[src/mlf_pkg.sv]
// Shared types and constants for the MAC learning forwarder.
// No dependencies; every other file of the block but mlf_ram imports this package.
package mlf_pkg;

    localparam int TABLE_DEPTH = 64;
    localparam int IDX_W       = $clog2(TABLE_DEPTH);
    localparam int CNT_W       = $clog2(TABLE_DEPTH + 1);

    localparam int MAC_W   = 48;
    localparam int PORT_W  = 16;
    localparam int IP_W    = 32;
    localparam int ENTRY_W = MAC_W + PORT_W;

    // server count register and the round-robin remainder unit
    localparam int SC_W     = 9;
    localparam int REM_W    = SC_W + 1;
    localparam int RR_DIV_W = PORT_W + 1;
    localparam int STEP_W   = $clog2(RR_DIV_W + 1);

    localparam logic [SC_W-1:0]  SC_RESET  = SC_W'(4);
    localparam logic [MAC_W-1:0] MAC_BCAST = '1;

    // APB register map: register index is paddr[2]
    localparam int             APB_ADDR_W         = 3;
    localparam int             APB_DATA_W         = 32;
    localparam logic [0:0]     REG_SERVER_COUNT   = 1'b0;

    typedef struct packed {
        logic [MAC_W-1:0]  src_mac;
        logic [MAC_W-1:0]  dst_mac;
        logic [PORT_W-1:0] ingress_port;
        logic [IP_W-1:0]   src_ipv4;
    } t_mlf_in;

    typedef struct packed {
        logic              flood;
        logic [PORT_W-1:0] egress_port;
        logic              learned_new;
        logic              table_full;
    } t_mlf_out;

    // controller -> datapath
    typedef struct packed {
        logic start;
        logic scan;
        logic update;
        logic rr_take;
        logic load_out;
    } t_mlf_cmd;

    // datapath -> controller
    typedef struct packed {
        logic scan_done;
        logic need_rr;
        logic rr_done;
        logic out_busy;
    } t_mlf_sts;

endpackage

[src/mlf_ram.sv]
// Generic simple dual-port RAM: one write port, one read port, registered read.
// No dependencies.
module mlf_ram #(
    parameter int WIDTH = 8,
    parameter int DEPTH = 16
) (
    input  logic                     i_clk,
    input  logic                     i_we,
    input  logic [$clog2(DEPTH)-1:0] i_waddr,
    input  logic [WIDTH-1:0]         i_wdata,
    input  logic [$clog2(DEPTH)-1:0] i_raddr,
    output logic [WIDTH-1:0]         o_rdata
);

    logic [WIDTH-1:0] r_mem [DEPTH];
    logic [WIDTH-1:0] r_rdata;

    always_ff @(posedge i_clk) begin
        if (i_we) begin
            r_mem[i_waddr] <= i_wdata;
        end
        r_rdata <= r_mem[i_raddr];
    end

    assign o_rdata = r_rdata;

endmodule

[src/mlf_rem_unit.sv]
// Bit-serial restoring remainder unit, one dividend bit per cycle.
// Depends on mlf_pkg.
module mlf_rem_unit
    import mlf_pkg::*;
(
    input  logic                i_clk,
    input  logic                i_rst_n,
    input  logic                i_start,
    input  logic [RR_DIV_W-1:0] i_dividend,
    input  logic [SC_W-1:0]     i_divisor,
    output logic                o_busy,
    output logic [SC_W-1:0]     o_rem
);

    logic                r_busy;
    logic [STEP_W-1:0]   r_step;
    logic [RR_DIV_W-1:0] r_dvd;
    logic [REM_W-1:0]    r_rem;
    logic [SC_W-1:0]     r_dsr;
    logic [REM_W-1:0]    n_rem;
    logic [REM_W-1:0]    trial;

    // remainder stays below the divisor, so its low bits plus the next
    // dividend bit fit in REM_W bits
    always_comb begin
        trial = {r_rem[REM_W-2:0], r_dvd[RR_DIV_W-1]};
        if (trial >= REM_W'(r_dsr)) begin
            n_rem = trial - REM_W'(r_dsr);
        end else begin
            n_rem = trial;
        end
    end

    always_ff @(posedge i_clk) begin
        if (!i_rst_n) begin
            r_busy <= 1'b0;
            r_step <= '0;
        end else if (i_start) begin
            r_busy <= 1'b1;
            r_step <= STEP_W'(RR_DIV_W);
        end else if (r_busy) begin
            r_step <= r_step - STEP_W'(1);
            if (r_step == STEP_W'(1)) begin
                r_busy <= 1'b0;
            end
        end
    end

    always_ff @(posedge i_clk) begin
        if (i_start) begin
            r_dvd <= i_dividend;
            r_rem <= '0;
            r_dsr <= i_divisor;
        end else if (r_busy) begin
            r_dvd <= {r_dvd[RR_DIV_W-2:0], 1'b0};
            r_rem <= n_rem;
        end
    end

    assign o_busy = r_busy;
    assign o_rem  = r_rem[SC_W-1:0];

endmodule

[src/mlf_datapath.sv]
// Datapath: item register, table scan, learn/insert, round-robin state, output register.
// Depends on mlf_pkg, mlf_ram and mlf_rem_unit.
module mlf_datapath
    import mlf_pkg::*;
(
    input  logic            i_clk,
    input  logic            i_rst_n,
    input  t_mlf_cmd        i_cmd,
    output t_mlf_sts        o_sts,
    input  t_mlf_in         i_in_data,
    input  logic [SC_W-1:0] i_server_count,
    input  logic            i_out_stall,
    output logic            o_out_valid,
    output t_mlf_out        o_out_data
);

    t_mlf_in           r_item;
    logic [CNT_W-1:0]  r_scan_cnt;
    logic              r_rd_pend;
    logic              r_src_hit;
    logic              r_dst_hit;
    logic [PORT_W-1:0] r_dst_port;
    logic [CNT_W-1:0]  r_fill;
    logic [PORT_W-1:0] r_rr_last;
    logic              r_rr_started;
    t_mlf_out          r_res;
    t_mlf_out          r_out;
    logic              r_out_valid;

    logic [ENTRY_W-1:0] rdata;
    logic [MAC_W-1:0]   rd_key;
    logic [PORT_W-1:0]  rd_port;
    logic               tbl_full;
    logic               src_new;
    logic               learn;
    logic               is_bcast;
    logic               probe;
    logic               need_rr;
    logic               rem_start;
    logic               rem_busy;
    logic [SC_W-1:0]    rem_val;
    logic [SC_W-1:0]    divisor;
    t_mlf_out           n_res;

    assign rd_key  = rdata[ENTRY_W-1:PORT_W];
    assign rd_port = rdata[PORT_W-1:0];

    assign tbl_full = (r_fill == CNT_W'(TABLE_DEPTH));
    assign src_new  = !r_src_hit;
    assign learn    = src_new && !tbl_full;
    assign is_bcast = (r_item.dst_mac == MAC_BCAST);
    assign probe    = is_bcast && (r_item.src_ipv4 == '0);
    assign need_rr  = probe && r_rr_started;

    assign divisor   = (i_server_count == '0) ? SC_W'(1) : i_server_count;
    assign rem_start = i_cmd.update && need_rr;

    mlf_ram #(
        .WIDTH(ENTRY_W),
        .DEPTH(TABLE_DEPTH)
    ) u_table (
        .i_clk  (i_clk),
        .i_we   (i_cmd.update && learn),
        .i_waddr(r_fill[IDX_W-1:0]),
        .i_wdata({r_item.src_mac, r_item.ingress_port}),
        .i_raddr(r_scan_cnt[IDX_W-1:0]),
        .o_rdata(rdata)
    );

    mlf_rem_unit u_rem (
        .i_clk     (i_clk),
        .i_rst_n   (i_rst_n),
        .i_start   (rem_start),
        .i_dividend(RR_DIV_W'(r_rr_last) + RR_DIV_W'(1)),
        .i_divisor (divisor),
        .o_busy    (rem_busy),
        .o_rem     (rem_val)
    );

    // decision once both lookups are complete; the destination sees a
    // source learned by this very event
    always_comb begin
        n_res.flood       = 1'b1;
        n_res.egress_port = '0;
        n_res.learned_new = learn;
        n_res.table_full  = src_new && tbl_full;
        if (!is_bcast) begin
            if (r_dst_hit) begin
                n_res.flood       = 1'b0;
                n_res.egress_port = r_dst_port;
            end else if (learn && (r_item.dst_mac == r_item.src_mac)) begin
                n_res.flood       = 1'b0;
                n_res.egress_port = r_item.ingress_port;
            end
        end else if (probe) begin
            n_res.flood = 1'b0;
        end
    end

    // control state
    always_ff @(posedge i_clk) begin
        if (!i_rst_n) begin
            r_fill       <= '0;
            r_rr_started <= 1'b0;
            r_rr_last    <= '0;
            r_rd_pend    <= 1'b0;
            r_scan_cnt   <= '0;
            r_out_valid  <= 1'b0;
        end else begin
            if (i_cmd.start) begin
                r_scan_cnt <= '0;
                r_rd_pend  <= 1'b0;
            end else if (i_cmd.scan) begin
                if (r_scan_cnt != r_fill) begin
                    r_scan_cnt <= r_scan_cnt + CNT_W'(1);
                    r_rd_pend  <= 1'b1;
                end else begin
                    r_rd_pend <= 1'b0;
                end
            end
            if (i_cmd.update) begin
                if (learn) begin
                    r_fill <= r_fill + CNT_W'(1);
                end
                if (probe) begin
                    r_rr_started <= 1'b1;
                    if (!r_rr_started) begin
                        r_rr_last <= '0;
                    end
                end
            end
            if (i_cmd.rr_take) begin
                r_rr_last <= PORT_W'(rem_val);
            end
            if (i_cmd.load_out) begin
                r_out_valid <= 1'b1;
            end else if (!i_out_stall) begin
                r_out_valid <= 1'b0;
            end
        end
    end

    // payload
    always_ff @(posedge i_clk) begin
        if (i_cmd.start) begin
            r_item    <= i_in_data;
            r_src_hit <= 1'b0;
            r_dst_hit <= 1'b0;
        end else if (r_rd_pend) begin
            if (rd_key == r_item.src_mac) begin
                r_src_hit <= 1'b1;
            end
            if (rd_key == r_item.dst_mac) begin
                r_dst_hit  <= 1'b1;
                r_dst_port <= rd_port;
            end
        end
        if (i_cmd.update) begin
            r_res <= n_res;
        end else if (i_cmd.rr_take) begin
            r_res.egress_port <= PORT_W'(rem_val);
        end
        if (i_cmd.load_out) begin
            r_out <= r_res;
        end
    end

    assign o_sts.scan_done = (r_scan_cnt == r_fill) && !r_rd_pend;
    assign o_sts.need_rr   = need_rr;
    assign o_sts.rr_done   = !rem_busy;
    assign o_sts.out_busy  = r_out_valid && i_out_stall;

    assign o_out_valid = r_out_valid;
    assign o_out_data  = r_out;

endmodule

[src/mlf_ctrl.sv]
// Controller state machine: sequences scan, update, round-robin and output load.
// Depends on mlf_pkg.
module mlf_ctrl
    import mlf_pkg::*;
(
    input  logic     i_clk,
    input  logic     i_rst_n,
    input  logic     i_in_valid,
    output logic     o_in_stall,
    input  t_mlf_sts i_sts,
    output t_mlf_cmd o_cmd
);

    typedef enum logic [4:0] {
        S_IDLE   = 5'b00001,
        S_SCAN   = 5'b00010,
        S_UPDATE = 5'b00100,
        S_RR     = 5'b01000,
        S_OUT    = 5'b10000
    } t_state;

    t_state r_state;
    t_state n_state;

    always_comb begin
        n_state        = r_state;
        o_cmd          = '0;
        o_in_stall     = 1'b1;
        unique case (r_state)
            S_IDLE: begin
                o_in_stall = 1'b0;
                if (i_in_valid) begin
                    o_cmd.start = 1'b1;
                    n_state     = S_SCAN;
                end
            end
            S_SCAN: begin
                o_cmd.scan = 1'b1;
                if (i_sts.scan_done) begin
                    n_state = S_UPDATE;
                end
            end
            S_UPDATE: begin
                o_cmd.update = 1'b1;
                n_state      = i_sts.need_rr ? S_RR : S_OUT;
            end
            S_RR: begin
                if (i_sts.rr_done) begin
                    o_cmd.rr_take = 1'b1;
                    n_state       = S_OUT;
                end
            end
            S_OUT: begin
                if (!i_sts.out_busy) begin
                    o_cmd.load_out = 1'b1;
                    n_state        = S_IDLE;
                end
            end
            default: begin
                n_state = S_IDLE;
            end
        endcase
    end

    always_ff @(posedge i_clk) begin
        if (!i_rst_n) begin
            r_state <= S_IDLE;
        end else begin
            r_state <= n_state;
        end
    end

endmodule

[src/mac_learning_forwarder_rr_unit.sv]
// Top level of the MAC learning forwarder with round-robin ARP probe dispatch.
// Depends on mlf_pkg, mlf_ctrl and mlf_datapath (which holds mlf_ram, mlf_rem_unit).
//
// Usage:
//  - Input channel (i_in_valid / o_in_stall / i_in_data): one packet-in event per
//    transfer. Output channel (o_out_valid / i_out_stall / o_out_data): one
//    forwarding decision per event, in order.
//  - APB port: register 0 (byte address 0) is server_count, 9 bits, reset 4.
//    Write only while the block is idle.
//  - Search: the table is searched one entry per cycle through the table RAM's
//    single read port, fill_count entries per event (fill_count at most 64). An
//    ARP probe after the first adds the bit-serial (last + 1) mod count and a step
//    that takes its result into the egress port.
//  - Events: one at a time; the next transfer is taken the cycle after the result is
//    loaded into the output register, so a stalled receiver does not hold up the
//    next event's search.
//  - Receiver stall: the result holds in the output register; a following
//    result waits in the datapath result register until that one is free.
//  - Reset (synchronous, active low): table empty, round-robin not started,
//    server_count 4. No clearing pass; entries past the fill count are never read.
module mac_learning_forwarder_rr_unit
    import mlf_pkg::*;
(
    input  logic                  i_clk,
    input  logic                  i_rst_n,
    // input channel
    input  logic                  i_in_valid,
    output logic                  o_in_stall,
    input  t_mlf_in               i_in_data,
    // output channel
    output logic                  o_out_valid,
    input  logic                  i_out_stall,
    output t_mlf_out              o_out_data,
    // APB configuration
    input  logic                  psel,
    input  logic                  penable,
    input  logic                  pwrite,
    input  logic [APB_ADDR_W-1:0] paddr,
    input  logic [APB_DATA_W-1:0] pwdata,
    output logic [APB_DATA_W-1:0] prdata,
    output logic                  pready
);

    t_mlf_cmd        cmd;
    t_mlf_sts        sts;
    logic [SC_W-1:0] r_server_count;
    logic            cfg_wr;

    // APB: zero wait states; register index is paddr[2], other bits ignored
    assign pready = 1'b1;
    assign cfg_wr = psel && penable && pwrite && (paddr[2] == REG_SERVER_COUNT);

    always_ff @(posedge i_clk) begin
        if (!i_rst_n) begin
            r_server_count <= SC_RESET;
        end else if (cfg_wr) begin
            r_server_count <= pwdata[SC_W-1:0];
        end
    end

    assign prdata = (paddr[2] == REG_SERVER_COUNT) ? APB_DATA_W'(r_server_count) : '0;

    mlf_ctrl u_ctrl (
        .i_clk     (i_clk),
        .i_rst_n   (i_rst_n),
        .i_in_valid(i_in_valid),
        .o_in_stall(o_in_stall),
        .i_sts     (sts),
        .o_cmd     (cmd)
    );

    mlf_datapath u_dp (
        .i_clk         (i_clk),
        .i_rst_n       (i_rst_n),
        .i_cmd         (cmd),
        .o_sts         (sts),
        .i_in_data     (i_in_data),
        .i_server_count(r_server_count),
        .i_out_stall   (i_out_stall),
        .o_out_valid   (o_out_valid),
        .o_out_data    (o_out_data)
    );

`ifndef SYNTHESIS
    // one event at a time: after a transfer the input side is busy
    a_busy_after_accept: assert property (@(posedge i_clk) disable iff (!i_rst_n)
        (i_in_valid && !o_in_stall) |=> o_in_stall)
        else $error("input transfer taken while an event is in progress");

    // the output register is never overwritten while its result waits
    a_load_when_free: assert property (@(posedge i_clk) disable iff (!i_rst_n)
        cmd.load_out |-> !sts.out_busy)
        else $error("result loaded over a stalled result");

    a_learn_or_full: assert property (@(posedge i_clk) disable iff (!i_rst_n)
        o_out_valid |-> !(o_out_data.learned_new && o_out_data.table_full))
        else $error("learned_new and table_full both set");

    a_flood_port_zero: assert property (@(posedge i_clk) disable iff (!i_rst_n)
        (o_out_valid && o_out_data.flood) |-> (o_out_data.egress_port == '0))
        else $error("flood decision with non-zero egress port");
`endif

endmodule

[config.mk]
export PLATFORM = sky130hd
export DESIGN_NAME = mac_learning_forwarder_rr_unit
export DESIGN_NICKNAME = d
export VERILOG_FILES = /design/src/mlf_pkg.sv /design/src/mlf_ram.sv /design/src/mlf_rem_unit.sv /design/src/mlf_datapath.sv /design/src/mlf_ctrl.sv /design/src/mac_learning_forwarder_rr_unit.sv
export SDC_FILE = /design/constraint.sdc
export NUM_CORES = 2
export LEC_CHECK = 0
export BUFFER_PORTS_ARGS = -buffer_cell sky130_fd_sc_hd__clkbuf_2
export CORE_AREA = 2 2 462 807
export CTS_CLUSTER_SIZE = 30
export DETAILED_ROUTE_END_ITERATION = 10
export DIE_AREA = 0 0 464 809
export GPL_TIMING_DRIVEN = 0
export SLEW_MARGIN = 20
export SYNTH_ARGS = -nofsm -noshare
export SYNTH_HDL_FRONTEND = slang
export SYNTH_SLANG_ARGS = --single-unit
[constraint.sdc]
create_clock -name i_clk -period 6.2 [get_ports i_clk]
set_input_delay 0.31 -clock i_clk [delete_from_list [all_inputs] [get_ports i_clk]]
set_output_delay 0.31 -clock i_clk [all_outputs]
set_load 0.1 [all_outputs]
# Word level (Yosys, flattened, before mapping)
# Memory sizes are Yosys's and may differ from the RTL's. A register that Yosys moved wholly into a read port is not among the register bits.
# Index checks and enable logic that the tools add are counted.
# totals
romBits	0
memories	1
elab_cells	128
ram_bits	4096
ff_bits	281
output_inout_bits	54
in_bits	186
latchBits	0
# mem_list
memory	words	word_bits	read_ports	rd_clocked_by_memory_dff	write_ports	line_no	text
u_dp.u_table.r_mem	64	64	1	1	1	mlf_ram.sv:15	logic [WIDTH-1:0] r_mem [DEPTH];
# op_classes
n_lt_le_gt_ge	1
n_mul	0
shift	0
eq_ne	19
n_reduce_logical	30
n_mux	40
n_bitwise	3
addsub	5
div	0
# op_table
op	count
48-bit equality test	3
17-bit two-way mux	4
9-bit two-way mux	6
48-bit equality test (second input constant)	1
16-bit two-way mux	3
5-bit two-way mux	7
32-bit logical NOT	1
5-bit case mux with 5 select lines	1
1-bit two-way mux	19
7-bit by 1-bit adder with 7-bit output (second input constant)	2
1-bit logical AND	12
9-bit by 1-bit adder with 10-bit output (second input constant)	1
5-bit by 1-bit equality test with 1-bit output (second input constant)	2
10-bit by 9-bit >= comparator with 1-bit output	1
2-bit != test (second input constant)	5
2-bit AND reduction	5
9-bit logical NOT	1
9-bit subtractor	1
7-bit equality test	1
7-bit equality test (second input constant)	1
7-bit != test	1
3-bit AND reduction	2
2-bit nonzero test	3
5-bit by 2-bit equality test with 1-bit output (second input constant)	1
other kinds (9)	14

# Longest topological paths before layout
# logic_depth
depth_word	8
mapped_depth	10
depth_no_buf	9

# Modules after synthesis
# Synthesis repeated with hierarchy kept, for this count alone.
# hier_totals
hier_cells	7539
hier_area_um2	169012.1
# modules_own_cells
mod	seq_area_each_um2	n_inst	area_each_um2	cells_each
mlf_ram	124279.2	1	156348.7	6598
mlf_datapath	6506.2	1	9542.9	647
mlf_rem_unit	1081.0	1	2163.3	182
mac_learning_forwarder_rr_unit	180.2	1	639.4	75
mlf_ctrl	100.1	1	317.8	37

# Least setup slack after synthesis
# OpenSTA, ideal clock, no wires.
# synth_path
path_type	register -> register
from	register u_dp.r_fill[0]
to	memory u_dp.u_table.r_mem[22][0] (netlist bit), enable pin
arrival_ps	4333
setup_time_ps	487
stages_incl_launch_ff	9
t_required_ps	5713
path_buffers	1
setup_slack_ps	1381
cell_sequence	dfxtp_1 -> clkbuf_1 -> inv_1 -> ha_1 -> nand3b_1 -> o21bai_2 -> nor3_1 -> nand3_1 -> nor2_1
# synth_between
elab_chain_cells	6
# synth_lines
element	line_no	text
start: declaration	mlf_datapath.sv:23	logic [CNT_W-1:0] r_fill;
start signal: assignment	mlf_datapath.sv:123	r_fill <= r_fill + CNT_W'(1);
7-bit equality test	mlf_datapath.sv:48	assign tbl_full = (r_fill == CNT_W'(TABLE_DEPTH));
1-bit logical NOT	mlf_datapath.sv:50	assign learn = src_new && !tbl_full;
1-bit logical AND	mlf_datapath.sv:50	
1-bit logical AND	mlf_datapath.sv:63	.i_we (i_cmd.update && learn),
1-bit two-way mux	mlf_ram.sv:19	if (i_we) begin
1-bit two-way mux (not written as such)	mlf_ram.sv:20	r_mem[i_waddr] <= i_wdata;
end: declaration	mlf_ram.sv:15	
# Several ways; a longest one is shown, not always the timed one.

==> results.json <==
{
  "setup.worst_path.start": "u_dp.r_scan_cnt[1]",
  "avgSynthCellArea_um2": 21.36,
  "period_share_pct": 87.79,
  "path_common_cell": "buf_2",
  "syn_to_final_growth_pct": 19.71,
  "setup_tns_ns": 0,
  "required_ns": 7.01,
  "grt_max_degree": 68,
  "totalWireLength_mm": 597.1,
  "clockBufferDepth": 4,
  "critical_path_class": "flip-flop to flip-flop",
  "setup_viol": 0,
  "synth_edf_count": 4320,
  "nNetsFinal": 9419,
  "via_count": 91250,
  "ys_seq_area_share_pct": 78.17,
  "final.min_clock_period_ns": 5.443,
  "holdBufCountCts": 186,
  "routabilityCongestion": 0.9683,
  "fp-row-count": 295,
  "total_power_uw": 60760,
  "detail_route.wl_per_cell_um": 41.23,
  "dieArea_um2": 375400,
  "clk_latency_ns": 1.03,
  "vdd_ir_drop_max_mv": 0.2649,
  "pin_count": 240,
  "antenna_found_initial": 33,
  "drtPass1Iterations": 6,
  "drc": 0,
  "path_depth": 8,
  "power_density_nw_per_um2": 300.3,
  "min_path_type": "input port to flip-flop",
  "core-area_um2": 368700,
  "drt_iter0_markers": 12600,
  "rsz0062_at_grt": "false",
  "r2r-start": "u_dp.r_scan_cnt[1]",
  "slowest_stage": "mux2i_1",
  "drv_cap": 0,
  "synthArstFlopShare_pct": 0,
  "grt_pass1_wl_mm": 792.3,
  "die_w_um": 464,
  "worstRegToRegCells": 8,
  "synthTopCellsByCount": "edfxtp_1 (4320), mux4_2 (788), mux2i_1 (598)",
  "drt.antenna.violating_nets": 0,
  "worstSetupEndpoint": "u_dp.u_table.o_rdata[61]",
  "syn_inst": 7914,
  "clockRootBuffer": "clkbuf_16",
  "crit_arrival_ns": 6.26,
  "path_delay_family": "buffers and inverters",
  "clock.fmax_mhz": 183.7,
  "grt_pass1_vias": 91540,
  "path_buf_inv": 5,
  "grt_usage_pct": 31.41,
  "vias_per_cell": 6.301,
  "hold_viol": 0,
  "skew_ns": 0.08298,
  "cts_tree": "done",
  "relSlewSlack_pct": 10.86,
  "die_y_um": 809,
  "netlist.top_cell.by_area": "edfxtp_1",
  "worstPathMaxFanout": 10,
  "synth_top_area_share_pct": 76.74,
  "end_kind": "flip-flop",
  "clock_sinks": 4441,
  "port_buffers": 189,
  "post_cts_resized": 0,
  "grt_overflow": 0,
  "slew_violations": 0,
  "netlist_area_um2": 169000,
  "r2r_end": "u_dp.u_table.o_rdata[61]",
  "path_clk_slew_ns": 0.08,
  "tightest_slew_ns": 1.303,
  "synthTopCellsByArea": "edfxtp_1 (77%), mux4_2 (10%), mux2i_1 (3.5%), dfxtp_1 (1.4%), o22ai_1 (0.66%)",
  "slowest_delay_ns": 1.04,
  "yosys.cell_count.top_type": "edfxtp_1",
  "htree_levels": 5,
  "ys_ff_latch": 4441,
  "postCtsSetupBuffers": 0,
  "drive_gt1_share_pct": 26.07,
  "r2r_setup_slack_ns": 0.76,
  "initial_core_util_pct": 45.84,
  "dp_hpwl_mm": 439.8,
  "n_fill_cell": 27560,
  "numCtsBuffers": 402,
  "leakage_uw": 0.06252,
  "ys_warn_count": 0,
  "whs_path_depth": 2,
  "outcome": "finished, final reports clean",
  "synthFlopType": "edfxtp_1",
  "yosysUniqueCellTypes": 72,
  "path_cells": "buf_2 -> buf_2 -> buf_2 -> clkbuf_1 -> buf_2 -> mux2i_1 -> a21oi_1 -> o21a_1",
  "startpoint_type": "flip-flop"
}
## per-layer routing
layer	vias up	routed length, um	track usage, %
li1	35900	-	-
met1	48350	189600	34.01
met2	5436	300700	53.85
met3	1542	51090	6.595
met4	18	55540	23.95
met5	-	126	0
## worst reg2reg max path: cells and delay by family (launching register included)
family | cells | cell delay, ns
DFF | 1 | 0.35
muxes | 1 | 1.07
AOI/OAI and AO/OA | 2 | 0.52
buffers and inverters | 5 | 3.34
## cell usage in the layout (no fill, tap or decap), types with 28 or more instances in the layout
| master | count |
|---|---|
| clkinv_1 | 68 |
| buf_8 | 158 |
| buf_12 | 187 |
| inv_1 | 46 |
| a22o_1 | 60 |
| a21oi_1 | 127 |
| dlygate4sd3_1 | 186 |
| buf_16 | 147 |
| o22ai_1 | 179 |
| nand2_1 | 82 |
| clkbuf_16 | 410 |
| buf_2 | 165 |
| dfxtp_1 | 121 |
| nor4_1 | 34 |
| bufinv_16 | 51 |
| nand4_1 | 52 |
| o21ai_0 | 35 |
| nor2_4 | 64 |
| a211oi_1 | 107 |
| xnor2_1 | 107 |
| clkbuf_1 | 203 |
| edfxtp_1 | 4320 |
| a221oi_1 | 58 |
| mux2i_1 | 596 |
| clkinv_2 | 84 |
| clkbuf_2 | 240 |
| a22oi_1 | 108 |
| mux4_2 | 788 |
| buf_4 | 82 |
| nor2_1 | 61 |
| xor2_1 | 60 |
| diode_2 | 28 |
| o221ai_1 | 80 |
| nor3_1 | 83 |
## area by class of cell
class / instances / area (um^2) / area share [%]
Multi-Input combinational cell: 2994 / 35090 / 17.34
Buffer: 454 / 2331 / 1.152
Clock buffer: 492 / 10670 / 5.272
Tap cell: 4900 / 6131 / 3.030
Timing Repair Buffer: 877 / 13070 / 6.459
Sequential cell: 4441 / 132100 / 65.30
Inverter: 47 / 183.9 / 0.09089
Clock inverter: 249 / 2669 / 1.319
Antenna cell: 28 / 70.07 / 0.03463
## flip-flops by register name, summed over array words and instances (netlist names), 7 cells and up
name,cells
u_dp.u_table.r_mem,4096
u_dp.u_rem.r_dsr,9
u_dp.u_rem.r_dvd,17
u_dp.r_item,144
u_dp.u_table.o_rdata,64
u_dp.o_out_data,19
u_dp.r_fill,7
u_dp.r_rr_last,9
r_server_count,9
u_dp.r_scan_cnt,7
u_dp.u_rem.r_rem,9
u_dp.r_res,19
u_dp.r_dst_port,16
## cells by family (layout without fill, tap and decap cells)
group / Yosys count / after routing / synth area share [%]
buffers and inverters: 501 / 2119 / 1.443
AND/OR/NAND/NOR: 506 / 506 / 1.537
XOR/XNOR: 167 / 167 / 0.8653
adder cells (fa/ha/maj): 16 / 16 / 0.1229
multiplexers: 1387 / 1387 / 14.05
AO/OA/AOI/OAI: 894 / 894 / 3.805
flip-flops: 4441 / 4441 / 78.17
other: 2 / 52 / 0.004443
## how the worst min path moves through the flow
stage / from / endpoint
4_1_cts: penable / r_server_count[7]
6_report: i_in_data[45] / u_dp.r_item[45]
3_3_place_gp: u_dp.u_table.o_rdata[10] / u_dp.r_dst_port[10]
3_5_place_dp: u_dp.u_table.o_rdata[9] / u_dp.r_dst_port[9]
5_1_grt: i_in_data[41] / u_dp.r_item[41]
2_1_floorplan: u_dp.u_table.o_rdata[0] / u_dp.r_dst_port[0]
## stage by stage
| stage | instance area [um^2] | std cells | setup WS (ns) | utilization (%) | hold WS [ns] |
|---|---|---|---|---|---|
| 2_1_floorplan | 169100 | 7936 | 1.381 | - | 0.3855 |
| 3_3_place_gp | 176200 | 13030 | -4.755 | 47.79 | 0.3926 |
| 3_5_place_dp | 187100 | 13530 | 0.9619 | 50.74 | 0.3912 |
| 4_1_cts | 202300 | 14450 | 0.9579 | 54.86 | 0.003454 |
| 5_1_grt | 202300 | 14470 | 1.021 | 54.87 | 0.04000 |
| 6_report | 202400 | 14480 | 0.7567 | 54.88 | 0.03736 |
## power by group
part | internal [uW] | leakage, uW | switching, uW
clock network | 14400 | 0.00652 | 11400
logic | 517 | 0.0161 | 1010
registers | 33200 | 0.0399 | 282
total | 48100 | 0.0625 | 12600
Power figures use the tool's default switching activity.
